File: src/rtl/core/utli_pkg.sv
// Shared constants for the unsorted-table linear interpolator.
package utli_pkg;

  localparam int DATA_W          = 32;
  localparam int TABLE_DEPTH_DEF = 64;
  localparam int INDEX_W         = 6;
  localparam int ACTIVE_W        = 7;
  localparam int STATUS_W        = 3;
  localparam int DIV_STEPS       = 32;

  localparam logic ACT_LOAD  = 1'b0;
  localparam logic ACT_QUERY = 1'b1;

  localparam logic [STATUS_W-1:0] STAT_INTERP = 3'd0;
  localparam logic [STATUS_W-1:0] STAT_EXACT  = 3'd1;
  localparam logic [STATUS_W-1:0] STAT_BELOW  = 3'd2;
  localparam logic [STATUS_W-1:0] STAT_ABOVE  = 3'd3;
  localparam logic [STATUS_W-1:0] STAT_EMPTY  = 3'd4;

  localparam logic signed [DATA_W-1:0] SAT_MAX = 32'sh7FFF_FFFF;
  localparam logic signed [DATA_W-1:0] SAT_MIN = 32'sh8000_0000;

endpackage

File: src/rtl/core/utli_table.sv
// Point store: x and y columns, one write port and one registered read port.
module utli_table import utli_pkg::*; #(
  parameter int TABLE_DEPTH = TABLE_DEPTH_DEF,
  parameter int ADDR_W      = $clog2(TABLE_DEPTH)
) (
  input  logic                     clk,
  input  logic                     wr_en,
  input  logic [ADDR_W-1:0]        wr_addr,
  input  logic signed [DATA_W-1:0] wr_x,
  input  logic signed [DATA_W-1:0] wr_y,
  input  logic [ADDR_W-1:0]        rd_addr,
  output logic signed [DATA_W-1:0] rd_x,
  output logic signed [DATA_W-1:0] rd_y
);

  logic signed [DATA_W-1:0] mem_x [TABLE_DEPTH];
  logic signed [DATA_W-1:0] mem_y [TABLE_DEPTH];

  always_ff @(posedge clk) begin
    if (wr_en) begin
      mem_x[wr_addr] <= wr_x;
      mem_y[wr_addr] <= wr_y;
    end
  end

  always_ff @(posedge clk) begin
    rd_x <= mem_x[rd_addr];
    rd_y <= mem_y[rd_addr];
  end

endmodule

File: config.mk
export PLATFORM = sky130hd
export DESIGN_NAME = utli_table
export DESIGN_NICKNAME = d
export VERILOG_FILES = /design/src/rtl/core/utli_pkg.sv /design/src/rtl/core/utli_table.sv
export SDC_FILE = /design/constraint.sdc
export NUM_CORES = 2
export LEC_CHECK = 0
export BUFFER_PORTS_ARGS = -buffer_cell sky130_fd_sc_hd__buf_2
export CAP_MARGIN = 20
export CORE_MARGIN = 2
export CORE_UTILIZATION = 40
export DETAILED_ROUTE_END_ITERATION = 8
export PLACE_DENSITY = 0.55
export SYNTH_ARGS = -nofsm -noshare
export SYNTH_HDL_FRONTEND = slang
export SYNTH_SLANG_ARGS = --single-unit
export TNS_END_PERCENT = 1
File: constraint.sdc
create_clock -name clk -period 14.21 [get_ports clk]
set_clock_uncertainty 0.1 [all_clocks]
set_input_delay 4.263 -clock clk [delete_from_list [all_inputs] [get_ports clk]]
set_output_delay 4.263 -clock clk [all_outputs]
set_load 0.01 [all_outputs]
==> Word-level counts from Yosys, hierarchy flattened <==
Memory sizes are Yosys's and may differ from the RTL's. A register that Yosys moved wholly into a read port is not among the register bits.
Cells that the tools add are included.
{ "classes": {"mux": 2} }
{ "ops": {"columns": ["operator", "count"], "rows": [
  ["$mux 1", 2]
]} }
{ "word_totals": {"ff_bits": 0, "ramBits": 4096, "in_bits": 78, "word_cells": 4, "memories": 2} }
{ "memory_table": {"columns": ["memory", "words", "word_bits", "read_ports", "rd_clocked_by_memory_dff", "wr", "line", "text"], "rows": [
  ["mem_x", 64, 32, 1, 1, 1, "utli_table.sv:16", "logic signed [DATA_W-1:0] mem_x [TABLE_DEPTH];"],
  ["mem_y", 64, 32, 1, 1, 1, "utli_table.sv:17", "logic signed [DATA_W-1:0] mem_y [TABLE_DEPTH];"]
]} }

==> Longest topological paths before layout <==
{ "depth": {"word_depth": 2, "depth_mapped": 9} }

==> Least setup slack after synthesis <==
OpenSTA, ideal clock, no wires.
{ "synth_path": {"kind": "input to register", "from": "input wr_addr[4]", "to": "memory mem_x[16][0] (enable)", "arrival_time_ps": 7773, "setup_slack_ps": 5851, "cell_stages": 4, "path_buffers": 2, "cell_sequence": "clkbuf_1 -> or3b_2 -> clkbuf_1 -> nor2_1"} }
{ "synth_lines": {"columns": ["item", "line", "text"], "rows": [
  ["start: declaration", "utli_table.sv:8", "input logic [ADDR_W-1:0] wr_addr,"],
  ["end: declaration", "utli_table.sv:16", null]
]} }
No word-level cell before the write port.

==> results.cfg <==
[sta]
max_freq_mhz = 128.8
setup_tns_ns = 0
tightest_slew_ns = 1.153
fin_crit_ns = 7.766
finalCritPeriodShare_pct = 54.65
relSlewSlack_pct = 23.13
rsz0062_at_grt = no
setup-violations-final = 0
finalHoldViolCount = 0
slew_violations = 0

[clocking]
cts_tree = built
hold_buffers = 0
clock_latency_ns = 0.98
clk_path_buf_depth = 4
post_cts_buffers = 0
clkSlewWorstSetupHoldPaths_ns = 0.06
root_buffer = clkbuf_16
numCtsBuffers = 429
ctsResizeCount = 0
cts_sinks = 4160
htreeDepth = 5

[synthesis]
ys_warn_count = 0
synth_compound_area_share_pct = 2.803
ys_seq_area_share_pct = 79.75
yosysTopAreaCellShare_pct = 78.93
synthMuxAreaShare_pct = 15.38
synthTopCellsByArea = edfxtp_1 79%, mux4_2 15%, a22oi_1 1.2%
synth_area_per_cell_um2 = 23.96
synth_cells = 6505
yosys.cell_types.count = 30
ys_seq_elements = 4160
synthAdderAreaFrac_pct = 0
synth_top_family_by_area = multiplexers
yosys.area_share.simple_pct = 0.8310
syn-num-nets = 6583
synth_area_mm2 = 0.1558
synth_xor_area_share_pct = 0
synth_largest_area_cell = edfxtp_1

[worst_setup_path]
arrival_ns = 8.54
cp-end-kind = flip-flop
crit_fanout = 64
crit_required_ns = 14.99
r2r_setup_slack_ns = 11.91
startpoint_type = input port
worstSetupPathType = input port to flip-flop

[placed_design]
placed_cells = 11690
port_buffers = 141
place_congestion = 0.7751
dp_hpwl_mm = 260.7

[floorplan]
dieArea_mm2 = 0.3946
fp-row-count = 229
fp.coreArea_mm2 = 0.3885
die_height_um = 628.2
start_util_pct = 40.11
die_w_um = 628.2
pin_count = 142

[pwr]
power_density_mw_per_mm2 = 146.1
p_leak_uw = 0.05512
ir_drop_uv = 96.43

[layout]
fillers = 32010
final_util_pct = 45.91
syn2layout_area_growth_pct = 14.45
finalNetCount = 7047
final_cell_mix = 4096 x edfxtp_1, 1024 x mux4_2, 439 x clkbuf_16
final_layout_size_suffix_gt1_share_pct = 28.85
fin_cells = 12540
final_common_cell = edfxtp_1

[run]
drv_cap = 0

[routing]
first_pass_iters = 7
via_per_inst = 6.141
drc = 0
totalWireLength_mm = 485.5
drt_iter0_markers = 11280
vias = 76970
drtAntennaViolNets = 0
avgRoutedWirePerCell_um = 38.73

[global_route]
grt_pass1_vias = 76780
grt_max_degree = 108
grt-ovfl-total = 0
antenna_found_initial = 44
grt_usage_pct = 24.19
grt_pass1_wl_mm = 659.7

[run_status]
status = complete, no violations

[min_path]
hp-class = flip-flop to flip-flop
-- where the power goes --
group          switching (uW)  internal [uW]
sequential               59.8          13600
combinational             789            432
clock                    4750           6440
total                    5600          20500
-- synthesized netlist by cell type --
library cell and count:
a21oi_1 25, or3_1 3, a22oi_1 256, nor2_1 110
or3b_1 2, mux2i_1 90, dfxtp_1 64, buf_2 136
a211oi_1 63, nand2_1 7, nand3b_1 4, inv_2 1
clkbuf_2 1, a221oi_1 1, buf_6 21, clkbuf_1 140
buf_1 29, or3b_2 2, buf_4 50, nand4_1 1
nand2b_1 4, nor2b_1 7, mux4_2 1024, or2_2 2
nand3_1 133, o221ai_1 64, edfxtp_1 4096, o22ai_1 102
o211a_1 64, and2_1 3
-- worst max-delay path, stage by stage --
cell and delay, ns:
buf_12 0.31, buf_4 0.75, buf_4 0.71, buf_4 0.76
mux4_2 0.61, mux2i_1 0.37, a21oi_1 0.14, o211a_1 0.26
-- cells by family after synthesis --
kind of cell	after synthesis
multiplexers	1114
buffers and inverters	378
flip-flops	4160
AND/OR/NAND/NOR	278
AO/OA/AOI/OAI	575
-- metrics by stage --
stage               power, uW  setup slack, ns  hold WS, ns  area (um2)
floorplan               14510            5.851       0.6832      155800
global placement        15100            5.305       0.7170      163500
detailed placement      15120            5.270       0.7087      163600
CTS                     26180            6.342       0.7303      177400
global route            26720            6.123       0.7699      178300
finish                  26050            6.444       0.7237      178400
-- area by class of cell --
class                   instances  area [um2]  share of cell area, %
diodes                         10       25.02                0.01403
clock buffers                 570       11690                  6.553
clock inverters               220        2146                  1.203
inverters                       1       3.754               0.002105
multi-input cells            1967       30200                  16.93
flip-flops and latches       4160      124300                  69.68
well taps                    5197        6502                  3.646
repair buffers                410        3518                  1.973
-- path summary, 6_finish.rpt --
kind              cells past startpoint       end     startpoint
hold / removal                        4  rd_y[12]  mem_y[46][12]
setup reg to reg                      4  rd_y[14]   mem_y[4][14]
setup / recovery                      8  rd_x[25]     rd_addr[0]
hold reg to reg                       4  rd_y[12]  mem_y[46][12]
-- registers in the layout, indices dropped and copies added (netlist names) --
register and flops:
mem_x 2048, rd_y 32, rd_x 32, mem_y 2048
-- metal layers --
metal / GRT usage [%] / wire length [um] / vias to the layer above
met5: 0 / 21 / -
met4: 6.347 / 13990 / 4
met3: 3.811 / 41020 / 642
met2: 39.12 / 234900 / 3996
met1: 34.41 / 195600 / 43060
li1: - / - / 29270
No activity file was read; power rests on OpenSTA's default activity.
