## src/rtl/core/utli_pkg.sv

```systemverilog
// Shared constants for the unsorted-table linear interpolator.
package utli_pkg;

  localparam int DATA_W          = 32;
  localparam int TABLE_DEPTH_DEF = 64;
  localparam int INDEX_W         = 6;
  localparam int ACTIVE_W        = 7;
  localparam int STATUS_W        = 3;
  localparam int DIV_STEPS       = 32;

  localparam logic ACT_LOAD  = 1'b0;
  localparam logic ACT_QUERY = 1'b1;

  localparam logic [STATUS_W-1:0] STAT_INTERP = 3'd0;
  localparam logic [STATUS_W-1:0] STAT_EXACT  = 3'd1;
  localparam logic [STATUS_W-1:0] STAT_BELOW  = 3'd2;
  localparam logic [STATUS_W-1:0] STAT_ABOVE  = 3'd3;
  localparam logic [STATUS_W-1:0] STAT_EMPTY  = 3'd4;

  localparam logic signed [DATA_W-1:0] SAT_MAX = 32'sh7FFF_FFFF;
  localparam logic signed [DATA_W-1:0] SAT_MIN = 32'sh8000_0000;

endpackage

```

## src/rtl/core/utli_div.sv

```systemverilog
// Restoring divider: 64-bit dividend by 32-bit divisor, one quotient bit per cycle.
module utli_div import utli_pkg::*; (
  input  logic                  clk,
  input  logic                  rst_n,
  input  logic                  start,
  input  logic [2*DATA_W-1:0]   dividend,
  input  logic [DATA_W-1:0]     divisor,
  output logic                  done,
  output logic [DATA_W-1:0]     quotient
);

  localparam int CNT_W = $clog2(DIV_STEPS);
  localparam logic [CNT_W-1:0] LAST_STEP = CNT_W'(DIV_STEPS - 1);

  logic [DATA_W-1:0] rem_r, rem_nxt;
  logic [DATA_W-1:0] quo_r, quo_nxt;
  logic [DATA_W-1:0] dvs_r, dvs_nxt;
  logic [CNT_W-1:0]  cnt_r, cnt_nxt;
  logic              run_r, run_nxt;
  logic              done_r, done_nxt;
  logic [DATA_W:0]   trial;
  logic              fits;

  // The caller guarantees the upper half of the dividend is below the divisor,
  // so the quotient fits in DATA_W bits and the remainder never needs more.
  assign trial = {rem_r, quo_r[DATA_W-1]};
  assign fits  = trial >= {1'b0, dvs_r};

  always_comb begin
    rem_nxt  = rem_r;
    quo_nxt  = quo_r;
    dvs_nxt  = dvs_r;
    cnt_nxt  = cnt_r;
    run_nxt  = run_r;
    done_nxt = 1'b0;
    if (start) begin
      rem_nxt = dividend[2*DATA_W-1:DATA_W];
      quo_nxt = dividend[DATA_W-1:0];
      dvs_nxt = divisor;
      cnt_nxt = '0;
      run_nxt = 1'b1;
    end else if (run_r) begin
      rem_nxt = fits ? DATA_W'(trial - {1'b0, dvs_r}) : trial[DATA_W-1:0];
      quo_nxt = {quo_r[DATA_W-2:0], fits};
      cnt_nxt = cnt_r + 1'b1;
      if (cnt_r == LAST_STEP) begin
        run_nxt  = 1'b0;
        done_nxt = 1'b1;
      end
    end
  end

  always_ff @(posedge clk) begin
    if (!rst_n) begin
      cnt_r  <= '0;
      run_r  <= 1'b0;
      done_r <= 1'b0;
    end else begin
      cnt_r  <= cnt_nxt;
      run_r  <= run_nxt;
      done_r <= done_nxt;
    end
  end

  always_ff @(posedge clk) begin
    rem_r <= rem_nxt;
    quo_r <= quo_nxt;
    dvs_r <= dvs_nxt;
  end

  assign done     = done_r;
  assign quotient = quo_r;

endmodule

```

## config.mk

```make
export PLATFORM = sky130hd
export DESIGN_NAME = utli_div
export DESIGN_NICKNAME = d
export VERILOG_FILES = /design/src/rtl/core/utli_pkg.sv /design/src/rtl/core/utli_div.sv
export SDC_FILE = /design/constraint.sdc
export NUM_CORES = 1
export LEC_CHECK = 0
export ABC_AREA = 1
export BUFFER_PORTS_ARGS = -buffer_cell sky130_fd_sc_hd__buf_2
export CAP_MARGIN = 25
export CORE_MARGIN = 2
export CORE_UTILIZATION = 51
export DETAILED_ROUTE_END_ITERATION = 7
export GPL_TIMING_DRIVEN = 0
export PLACE_DENSITY = 0.79
export SLEW_MARGIN = 20
export SYNTH_ARGS = -nofsm -noshare
export SYNTH_HDL_FRONTEND = slang
export SYNTH_SLANG_ARGS = --single-unit
```

## constraint.sdc

```tcl
create_clock -name clk -period 2.6 [get_ports clk]
set_clock_uncertainty 0.05 [all_clocks]
set_input_delay 0.52 -clock clk [delete_from_list [all_inputs] [get_ports clk]]
set_output_delay 0.52 -clock clk [all_outputs]
set_load 0.02 [all_outputs]
```

# Yosys cells after proc, flatten, opt, wreduce, memory -nomap -nowiden

Index checks and enable logic that the tools add are counted.

Logic and storage cells: 24
Bits of input ports: 99
Output and inout bits: 33
Register bits: 103

Magnitude comparators: 1
$add $sub $neg: 2
Mux-type cells: 9
Equal/unequal tests: 1
Reductions and logical operators: 3
Bitwise gates (word level): 2

Operators by type and width:

| cell                                         | count |
|---|---|
| 2-to-1 mux 32 bit                            | 5 |
| >= comparator 33 x 32 -> 1 bit               | 1 |
| subtractor 32 bit                            | 1 |
| adder 5 x 1 -> 5 bit (second input constant) | 1 |
| == test 5 bit (second input constant)        | 1 |
| 2-to-1 mux 1 bit                             | 4 |
| OR reduction 3 bit                           | 1 |
| inverter 1 bit                               | 2 |
| nonzero test 2 bit                           | 1 |
| OR reduction 2 bit                           | 1 |

# Longest topological paths before layout

Gate-level depths: netlist of run 1.

Depth after elaboration: 4
Depth in mapped cells: 16
Mapped depth without buffers: 16

# Worst setup path before layout of run 1

OpenSTA, ideal clock, no wires.

Path type: input -> register
Start: input start
End: register quo_r[0] (netlist: quotient[0]) (enable)
Stages on the path: 3
Setup slack: 27 ps
Arrival time: 2105 ps
Buffers on the path: 1
Required time: 2132 ps
Cells stage by stage: clkbuf_1 > nor2_1 > inv_1

Longest elaborated chain between the ends: 1

Ends and longest elaborated chain:

| element                      | line           | source |
|---|---|---|
| start: declaration           | utli_div.sv:5  | `input logic start,` |
| nonzero test 2 bit (no line) | --             |  |
| end signal: assignment       | utli_div.sv:67 | `quo_r <= quo_nxt;` |
| end: declaration             | utli_div.sv:16 | `logic [DATA_W-1:0] quo_r, quo_nxt;` |

Every way passes these cells.
A chain may end at the register's enable or synchronous reset.

# Worst setup path in the final report of run 1

Start: register rem_r[20]
End: register rem_r[25] (data pin)

Longest elaborated chain between the ends: 4
Elaborated cells on any way between the ends: 5

Ends and longest elaborated chain:

| element                                                                    | line                           | source |
|---|---|---|
| start: declaration                                                         | utli_div.sv:15                 | `logic [DATA_W-1:0] rem_r, rem_nxt;` |
| start signal: assignment                                                   | utli_div.sv:66                 | `rem_r <= rem_nxt;` |
| subtractor 32 bit / >= comparator 33 x 32 -> 1 bit (equally long branches) | utli_div.sv:43, utli_div.sv:27 |  |
| 2-to-1 mux 32 bit (*)                                                      | utli_div.sv:43                 | `rem_nxt = fits ? DATA_W'(trial - {1'b0, dvs_r}) : trial[DATA_W-1:0];` |
| 2-to-1 mux 32 bit (*)                                                      | utli_div.sv:42                 | `end else if (run_r) begin` |
| 2-to-1 mux 32 bit (*)                                                      | utli_div.sv:36                 | `if (start) begin` |
| via rem_nxt[25]                                                            | utli_div.sv:15                 |  |

The timed path passes the listed nets; every way through them passes the cells marked *. The select of a mux whose other input is x is not followed.

==> impl_metrics.ini, run 1 <==
[setup_path]
required_ps = 2670
crit_cells = 13
worstSetupEndpointType = flip-flop
cp_max_fo = 10
criticalPathCategory = reg -> reg
path_common_cell = nand2_1
path_buf_inv = 1
reg2reg_depth = 13
r2r-start = rem_r[20]$_DFFE_PP_
slowest_stage = edfxtp_1
path_cells = ha_4 -> nand2_1 -> nor2_2 -> nand2_1 -> nor2_2 -> nand2_2 -> nand2_4 -> nor2_8 -> nand2_8 -> buf_6 -> nand3_1 -> nand2_1 -> nand2_1
cp-start-kind = flip-flop
slowest_delay_ps = 460
critical_path.startpoint = rem_r[20]$_DFFE_PP_
cp_top_family = simple AND/OR/NAND/NOR gates
cp_data_arrival_time_ps = 2590

[floorplan]
fp.dieH_um = 122
die_w_um = 122
floorplan.rows = 43
coreArea_sq_um = 13700
die_area_sq_um = 14800
io_pins = 132
initial_core_util = 0.516

[run_status]
status = finished, final reports clean

[cells_and_area]
final_area_sq_um = 8820
layout-drive-gt1-share = 0.212
multi_input_area_sq_um = 3740
nNetsFinal = 1268
final_core_utilization = 0.643
regArea_sq_um = 3020
area_growth_pct = 24.7
diodes = 0
fillCellCount = 1235

[route]
vias_per_cell = 5.09
wirelength_mm = 20.7
drt_iter0_markers = 589
first_pass_iters = 5
final_antenna_net_count = 0
drcViolationCount = 0
vias = 6718
wire_per_inst_um = 15.7

[min_path]
hold_start = divisor[3]
hold_path_class = in -> reg
hold_depth = 1

[sta]
drv_slew = 0
slew_headroom = 0.471
worst_slack_ps = 82.4
hold_ws_ps = 268
fmax_mhz = 397
period_share = 0.968
setup_viol = 0
worst_slew_pin_slew_ps = 793
fin_crit_ps = 2520
finalHoldViolCount = 0

[clock_tree]
clk_pin_slew_ps = 90
clkLatencyLatePin_ps = 370
clockRootBuffer = clkbuf_16
cts_buffer_depth = 2
cts_buffers = 9
cts_tree = built
htreeDepth = 3
cts.sinks = 103

[global_route]
grt_overflow = 0
grt_pass1_wl_mm = 31.2
antenna_found_initial = 0
grt_pass1_vias = 6325
grtUsageMet2 = 0.462
grt_max_degree = 53
grt_use_met3 = 0.0538
grt_use_total = 0.277
busiest_layer = met2
grtUsageMet1 = 0.356

[yosys]
syn_area_per_cell_sq_um = 7.23
synth_area_leaders = edfxtp_1 (41%), nand2_1 (23%), inv_1 (8.2%)
yosysUniqueCellTypes = 34
synth_most_common_cell = nand2_1
ys_warn_count = 0
syn_inst = 978
ys.flop_type = edfxtp_1
synth_nets = 1112
synth-seq-cells = 103
ys_seq_area_frac = 0.427
async_flop_share = 0
synth_top_area_frac = 0.408
synth_edf_count = 96
yosysTopAreaCell = edfxtp_1
ys_top_cells_by_count = nand2_1 (441), inv_1 (155), edfxtp_1 (96)
syn_area_sq_um = 7070

[pwr]
ir_drop_mv = 0.511
power.leakage_nw = 4.53
powerDensity_nw_per_um2 = 786

[placement]
post-place-ws_ps = -401
dp_hpwl_mm = 15.5
dpl-instance-area_sq_um = 7980
place.gp.congestion = 0.947
io_buffer_count = 131

[job]
maxCapViolations = 0
## cell type report
cell class	count	area share
tap	180	0.0255
timing repair buffer	144	0.0880
multi-input combinational	692	0.424
clock inverter	7	0.0109
clock buffer	9	0.0255
sequential	103	0.343
inverter	162	0.0692
buffer	22	0.0140
## placed cells by master (no fill, tap or decap), types with 2 or more instances in the layout
cell,Yosys,routed
nand2_1,441,435
clkbuf_1,9,9
edfxtp_1,96,96
nor2_4,1,7
o21ai_0,5,5
nor2_2,4,6
buf_6,3,3
a21oi_2,2,3
clkinv_8,0,2
nand3_1,67,66
ha_4,0,24
inv_8,0,2
a21oi_1,20,19
ha_1,34,6
nand2_2,4,9
o21a_1,2,2
nand3_2,1,2
inv_2,7,8
nor2_1,47,40
inv_12,0,2
nand2_8,1,2
nor3_1,3,2
ha_2,0,4
clkbuf_16,0,9
buf_1,3,3
buf_4,0,17
dfxtp_1,7,7
xnor2_1,14,14
buf_2,7,133
inv_1,155,153
nand4_1,10,10
and2_1,2,2
nand3b_1,25,25
## sequential cells by signal, indices dropped and copies added (netlist names)
| register | flops |
|---|---|
| rem_r | 32 |
| quotient | 32 |
| done | 1 |
| dvs_r | 32 |
| run_r | 1 |
| cnt_r | 5 |
## through the flow
stage	cells	power (mW)	TNS, ps
final	1319	6.93	0
after global routing	1319	7.39	-50.1
after CTS	1306	6.51	0
after detailed placement	1290	5.04	-25440
after global placement	1289	4.99	-112850
after floorplan	978	4.25	0
## cells by family after synthesis
family / count (synthesis) / share of synthesized area
AO/OA/AOI/OAI: 32 / 0.0255
XOR/XNOR: 14 / 0.0173
adder cells (fa/ha/maj): 35 / 0.0630
buffers and inverters: 184 / 0.102
flip-flops: 103 / 0.427
AND/OR/NAND/NOR: 610 / 0.365
## path summary, 6_finish.rpt
kind / slack (ps) / to
min: 270 / dvs_r[3]$_DFFE_PP_
max reg2reg: 80 / rem_r[25]$_DFFE_PP_
max: 80 / rem_r[25]$_DFFE_PP_
min reg2reg: 400 / cnt_r[3]$_SDFFE_PP0P_
## timing repair
item	in CTS	in global routing
setup endpoints to repair	21	32
setup buffers	0	12
cloned	0	1
resized for setup	7	64
hold buffers	0	0
pin swaps	0	6
## metal layers
metal  up-vias  share of wire  wire length, um
li1       3374              -                -
met1      3073           0.43             8820
met2       238           0.48             9890
met3        33          0.069             1420
met4         0          0.025              524
met5         -              0                0
## report_power, final
group / total [mW] / switching, mW / internal (mW)
combinational: 3.21 / 1.96 / 1.25
clock: 1.45 / 0.738 / 0.710
sequential: 2.27 / 0.162 / 2.11
## worst reg2reg max path: cells and delay by family (launching register included)
kind          cells  cell delay [ps]
simple gates     11             1260
flops             1              460
buf+inv           1              180
fa+ha+maj         1              350
Note: power is estimated with default switching activity, not from simulation.
==> inputs of run 2 (changes only) <==
CORE_UTILIZATION = 57   (was 51)
PLACE_DENSITY = 0.84   (was 0.79)
clock period = 2.7 ns   (was 2.6 ns; I/O delays follow)
==> run 2 against run 1 <==
Compared with the run above: setup slack better by 48 ps; clock power is 6% lower; combinational power is 14% lower; sequential power is 6% lower; first-iteration DRC count is 7.0% higher; largest cell class unchanged.
==> impl_metrics.ini, run 2 (synthesized netlist as in run 1, its figures left out) <==
[run_status]
status = finished, final reports clean

[min_path]
holdPathEnd = dvs_r[4]$_DFFE_PP_
hold_start = divisor[4]
hold_path_class = in -> reg
hold_depth = 1

[setup_path]
cp_data_arrival_time_ps = 2660
worstSetupEndpointType = flip-flop
slowest_delay_ps = 420
path_cells = ha_2 -> nand2_1 -> nor2_1 -> nand2_1 -> nor2_2 -> nand2_1 -> nand2_2 -> nor2_8 -> nand2_8 -> buf_6 -> nand3_1 -> nand2_1 -> nand2_1
r2r-start = rem_r[16]$_DFFE_PP_
timing.rr.end = rem_r[25]$_DFFE_PP_
cp-start-kind = flip-flop
path_common_cell = nand2_1
criticalPathCategory = reg -> reg
slowest_stage = ha_2
rrSetupSlack_ps = 130
cp_max_fo = 10
cp_top_family = simple AND/OR/NAND/NOR gates
required_ps = 2790
reg2reg_depth = 13
path_buf_inv = 1

[floorplan]
die_area_sq_um = 13300
io_pins = 132
die_w_um = 115
floorplan.rows = 40
initial_core_util = 0.586
fp.dieH_um = 115
coreArea_sq_um = 12100

[cells_and_area]
fillCellCount = 1024
layout-drive-gt1-share = 0.176
final_area_sq_um = 8350
regArea_sq_um = 3020
multi_input_area_sq_um = 3380
area_growth_pct = 18.0
nNetsFinal = 1257
final_common_cell = nand2_1
diodes = 0
layout_common_cells = nand2_1 (437), inv_1 (154), buf_2 (135), edfxtp_1 (96), nand3_1 (65)

[route]
wirelength_mm = 19.8
final_antenna_net_count = 0
drcViolationCount = 0
vias = 6628
vias_per_cell = 5.11
first_pass_iters = 5
wire_per_inst_um = 15.3
drt_iter0_markers = 630

[sta]
period_share = 0.952
fin_crit_ps = 2570
hold_ws_ps = 289
fmax_mhz = 389
slew_headroom = 0.412
worst_slew_pin_slew_ps = 882
setup_viol = 0
drv_slew = 0
finalHoldViolCount = 0

[global_route]
grt_pass1_wl_mm = 31.0
antenna_found_initial = 0
grt_max_degree = 51
grt_overflow = 0
grt_use_total = 0.309
grt_pass1_vias = 6244

[clock_tree]
clk_pin_slew_ps = 80
htreeDepth = 3
cts.sinks = 103
cts_buffers = 9
cts_buffer_depth = 2
cts_tree = built
ctsHoldBuffers = 0
clockRootBuffer = clkbuf_16
clkLatencyLatePin_ps = 370

[pwr]
ir_drop_mv = 0.499
power.leakage_nw = 4.47
powerDensity_nw_per_um2 = 752

[placement]
place.gp.congestion = 0.984
dpl-instance-area_sq_um = 7970
dp_hpwl_mm = 15.6
io_buffer_count = 131

[job]
maxCapViolations = 0
run 2: changes by cell type in the layout (fill, tap and decap cells not counted), moves of 2 or more:
| cell | before | now |
|---|---|---|
| buf_4 | 17 | 3 |
| nor2_1 | 40 | 46 |
| nand2_1 | 435 | 437 |
| nor2_4 | 7 | 1 |
| inv_6 | 1 | 4 |
| clkbuf_4 | 0 | 2 |
| ha_2 | 4 | 6 |
| buf_2 | 133 | 135 |
| ha_1 | 6 | 28 |
| ha_4 | 24 | 0 |
run 2: per-stage QoR:
step	utilization	setup WS [ps]	cells	total power, mW	setup TNS, ps
after floorplan	-	107	978	4.09	0
after global placement	0.658	-1740	1277	4.78	-114080
after detailed placement	0.661	-454	1278	4.84	-30400
after CTS	0.686	37.6	1294	6.19	0
after global routing	0.692	-2.11	1296	6.70	-2.11
final	0.692	131	1296	6.28	0
run 2: final cells by class:
class	count	area share
Clock inverter	7	0.00945
Sequential cell	103	0.362
Tap cell	168	0.0252
Buffer	22	0.0147
Multi-Input combinational cell	691	0.405
Timing Repair Buffer	134	0.0837
Clock buffer	9	0.0270
Inverter	162	0.0732
run 2: what timing repair did:
item,in CTS,in global routing
endpoints found under the setup margin,51,29
pin swaps,0,1
setup buffers,0,2
resized for setup,2,18
run 2: worst register-to-register path: stages, from the launching register on:
cell and delay [ps]:
edfxtp_1 410, ha_2 420, nand2_1 110, nor2_1 200
nand2_1 120, nor2_2 140, nand2_1 110, nand2_2 130
nor2_8 90, nand2_8 110, buf_6 170, nand3_1 150
nand2_1 90, nand2_1 40
run 2: worst max-delay path by stage:
| stage | startpoint | to | slack, ps | cells past startpoint |
|---|---|---|---|---|
| 6_report | rem_r[16]$_DFFE_PP_ | rem_r[25]$_DFFE_PP_ | 130 | 13 |
| 5_1_grt | rem_r[24]$_DFFE_PP_ | rem_r[25]$_DFFE_PP_ | -2 | 11 |
| 4_1_cts | quotient[31]$_DFFE_PP_ | rem_r[28]$_DFFE_PP_ | 40 | 16 |
| 3_5_place_dp | start | rem_r[5]$_DFFE_PP_ | -450 | 5 |
| 3_3_place_gp | start | rem_r[5]$_DFFE_PP_ | -1740 | 4 |
| 2_1_floorplan | start | quotient[0]$_DFFE_PP_ | 110 | 3 |
run 2: layer usage:
layer	wire length, um	GRT usage	vias to the layer above
met3	1690	0.0717	25
met5	0	0	-
met1	8250	0.403	3008
met4	397	0.0948	0
li1	-	-	3343
met2	9490	0.514	252
run 2: report_power, final:
part           total, mW  switching [mW]  internal [mW]
registers           2.14           0.112           2.03
clock network       1.37           0.703          0.667
logic               2.77            1.77          0.997
==> inputs of run 3 (changes only) <==
CTS_CLUSTER_DIAMETER = 40   (was not set)
PLACE_DENSITY = 0.85   (was 0.84)
==> run 3 against run 2 <==
Compared with the run above: maximum frequency rose by 0.19%; clock power is 7% higher; core utilization barely moved; critical path type unchanged; worst hold slack improved by 18 ps; global-route usage decreased by 0.26 points; clock-buffer cell count unchanged; routed wire length decreased by 0.48%; final cell count about the same; sequential power barely moved; via count decreased by 0.21%; power is 1.5% higher.
==> impl_metrics.ini, run 3 (synthesized netlist as in run 1, its figures left out) <==
[floorplan]
die_w_um = 115
io_pins = 132
die_area_sq_um = 13300
initial_core_util = 0.586
coreArea_sq_um = 12100
fp.dieH_um = 115
floorplan.rows = 40

[sta]
drv_slew = 0
setup_viol = 0
period_share = 0.950
finalHoldViolCount = 0
slew_headroom = 0.389
hold_ws_ps = 307
fin_crit_ps = 2560
rsz0062_at_grt = yes
worst_slew_pin_slew_ps = 917
fmax_mhz = 390

[setup_path]
reg2reg_depth = 13
worstSetupEndpointType = flip-flop
criticalPathCategory = reg -> reg
cp-start-kind = flip-flop
critical_path.startpoint = rem_r[6]$_DFFE_PP_
rrSetupSlack_ps = 140
timing.rr.end = rem_r[28]$_DFFE_PP_
cp_data_arrival_time_ps = 2620
cp_max_fo = 10
r2r-start = rem_r[6]$_DFFE_PP_
required_ps = 2760

[clock_tree]
cts_buffer_depth = 2
clockRootBuffer = clkbuf_16
cts_tree = built
cts.sinks = 103
htreeDepth = 3
cts_buffers = 9
clk_pin_slew_ps = 80
clkLatencyLatePin_ps = 350

[cells_and_area]
area_growth_pct = 18.0
layout-drive-gt1-share = 0.170
fin_cells = 1295
diodes = 0
nNetsFinal = 1256
final_common_cell = nand2_1
fillCellCount = 1031
layout_common_cells = nand2_1 (437), inv_1 (154), buf_2 (136), edfxtp_1 (96), nand3_1 (66)

[global_route]
grt_pass1_vias = 6426
grt_pass1_wl_mm = 31.0
grt_use_total = 0.306
antenna_found_initial = 0
grt_overflow = 0
grt_max_degree = 52

[pwr]
fin_total_pwr_mw = 6.37
powerDensity_nw_per_um2 = 763
power.leakage_nw = 4.48
ir_drop_mv = 0.486

[min_path]
holdPathEnd = dvs_r[27]$_DFFE_PP_
hold_depth = 1
hold_start = divisor[27]
hold_path_class = in -> reg

[run_status]
status = finished, final reports clean

[job]
maxCapViolations = 0

[route]
vias_per_cell = 5.11
final_antenna_net_count = 0
vias = 6614
drt_iter0_markers = 446
first_pass_iters = 5
wirelength_mm = 19.7
wire_per_inst_um = 15.2
drcViolationCount = 0

[placement]
io_buffer_count = 131
dp_hpwl_mm = 15.4
placed_cells = 1278
place.gp.congestion = 0.954
run 3: repair_timing:
action,CTS,global route
setup endpoints to repair,52,26
hold buffers,0,0
resized for setup,2,13
setup buffers,0,1
pin swaps,0,1
cloned,0,0
run 3: through the flow:
stage / area [sq um] / utilization / TNS [ps] / setup WS [ps]
2_1_floorplan: 7070 / - / 0 / 107
3_3_place_gp: 7940 / 0.658 / -108720 / -1680
3_5_place_dp: 7970 / 0.661 / -27350 / -432
4_1_cts: 8310 / 0.689 / 0 / 33.4
5_1_grt: 8350 / 0.692 / -11.6 / -11.6
6_report: 8350 / 0.692 / 0 / 136
run 3: final cells by class:
type	instances	area (sq um)	area share
clock buffers	9	225	0.0270
clock inverters	7	108	0.0129
flip-flops and latches	103	3020	0.362
plain buffers	22	120	0.0144
repair buffers	133	691	0.0827
well taps	168	210	0.0252
inverters	162	611	0.0731
multi-input cells	691	3360	0.403
run 3: metal layers:
metal  wire length (um)  GRT usage
met2               9230      0.515
met3               1680     0.0680
met1               8310      0.390
met5                  0          0
met4                514      0.109
run 3: where the power goes:
group          leakage, nW  internal, mW  switching, mW
Sequential            1.02          2.03          0.111
Clock                0.158         0.827          0.646
Combinational         3.29         0.983           1.78
Total                 4.48          3.84           2.53
run 3: worst max path at each step:
stage                            end  slack (ps)  depth (start not counted)
2_1_floorplan  quotient[0]$_DFFE_PP_         110                          3
3_3_place_gp      rem_r[6]$_DFFE_PP_       -1680                          4
3_5_place_dp      rem_r[6]$_DFFE_PP_        -430                          5
4_1_cts          rem_r[28]$_DFFE_PP_          30                         16
5_1_grt          rem_r[28]$_DFFE_PP_         -10                         16
6_report         rem_r[28]$_DFFE_PP_         140                         13
run 3: critical path: stages, from the launching register on:
cell and delay, ps:
edfxtp_1 390, ha_1 380, nand2_1 130, nor2_1 300
nand3_1 120, nor2_1 110, nand2_1 90, nand2_2 120
nor2_8 90, nand2_8 100, buf_6 170, nand3_1 140
nand2_1 90, nand2_1 50
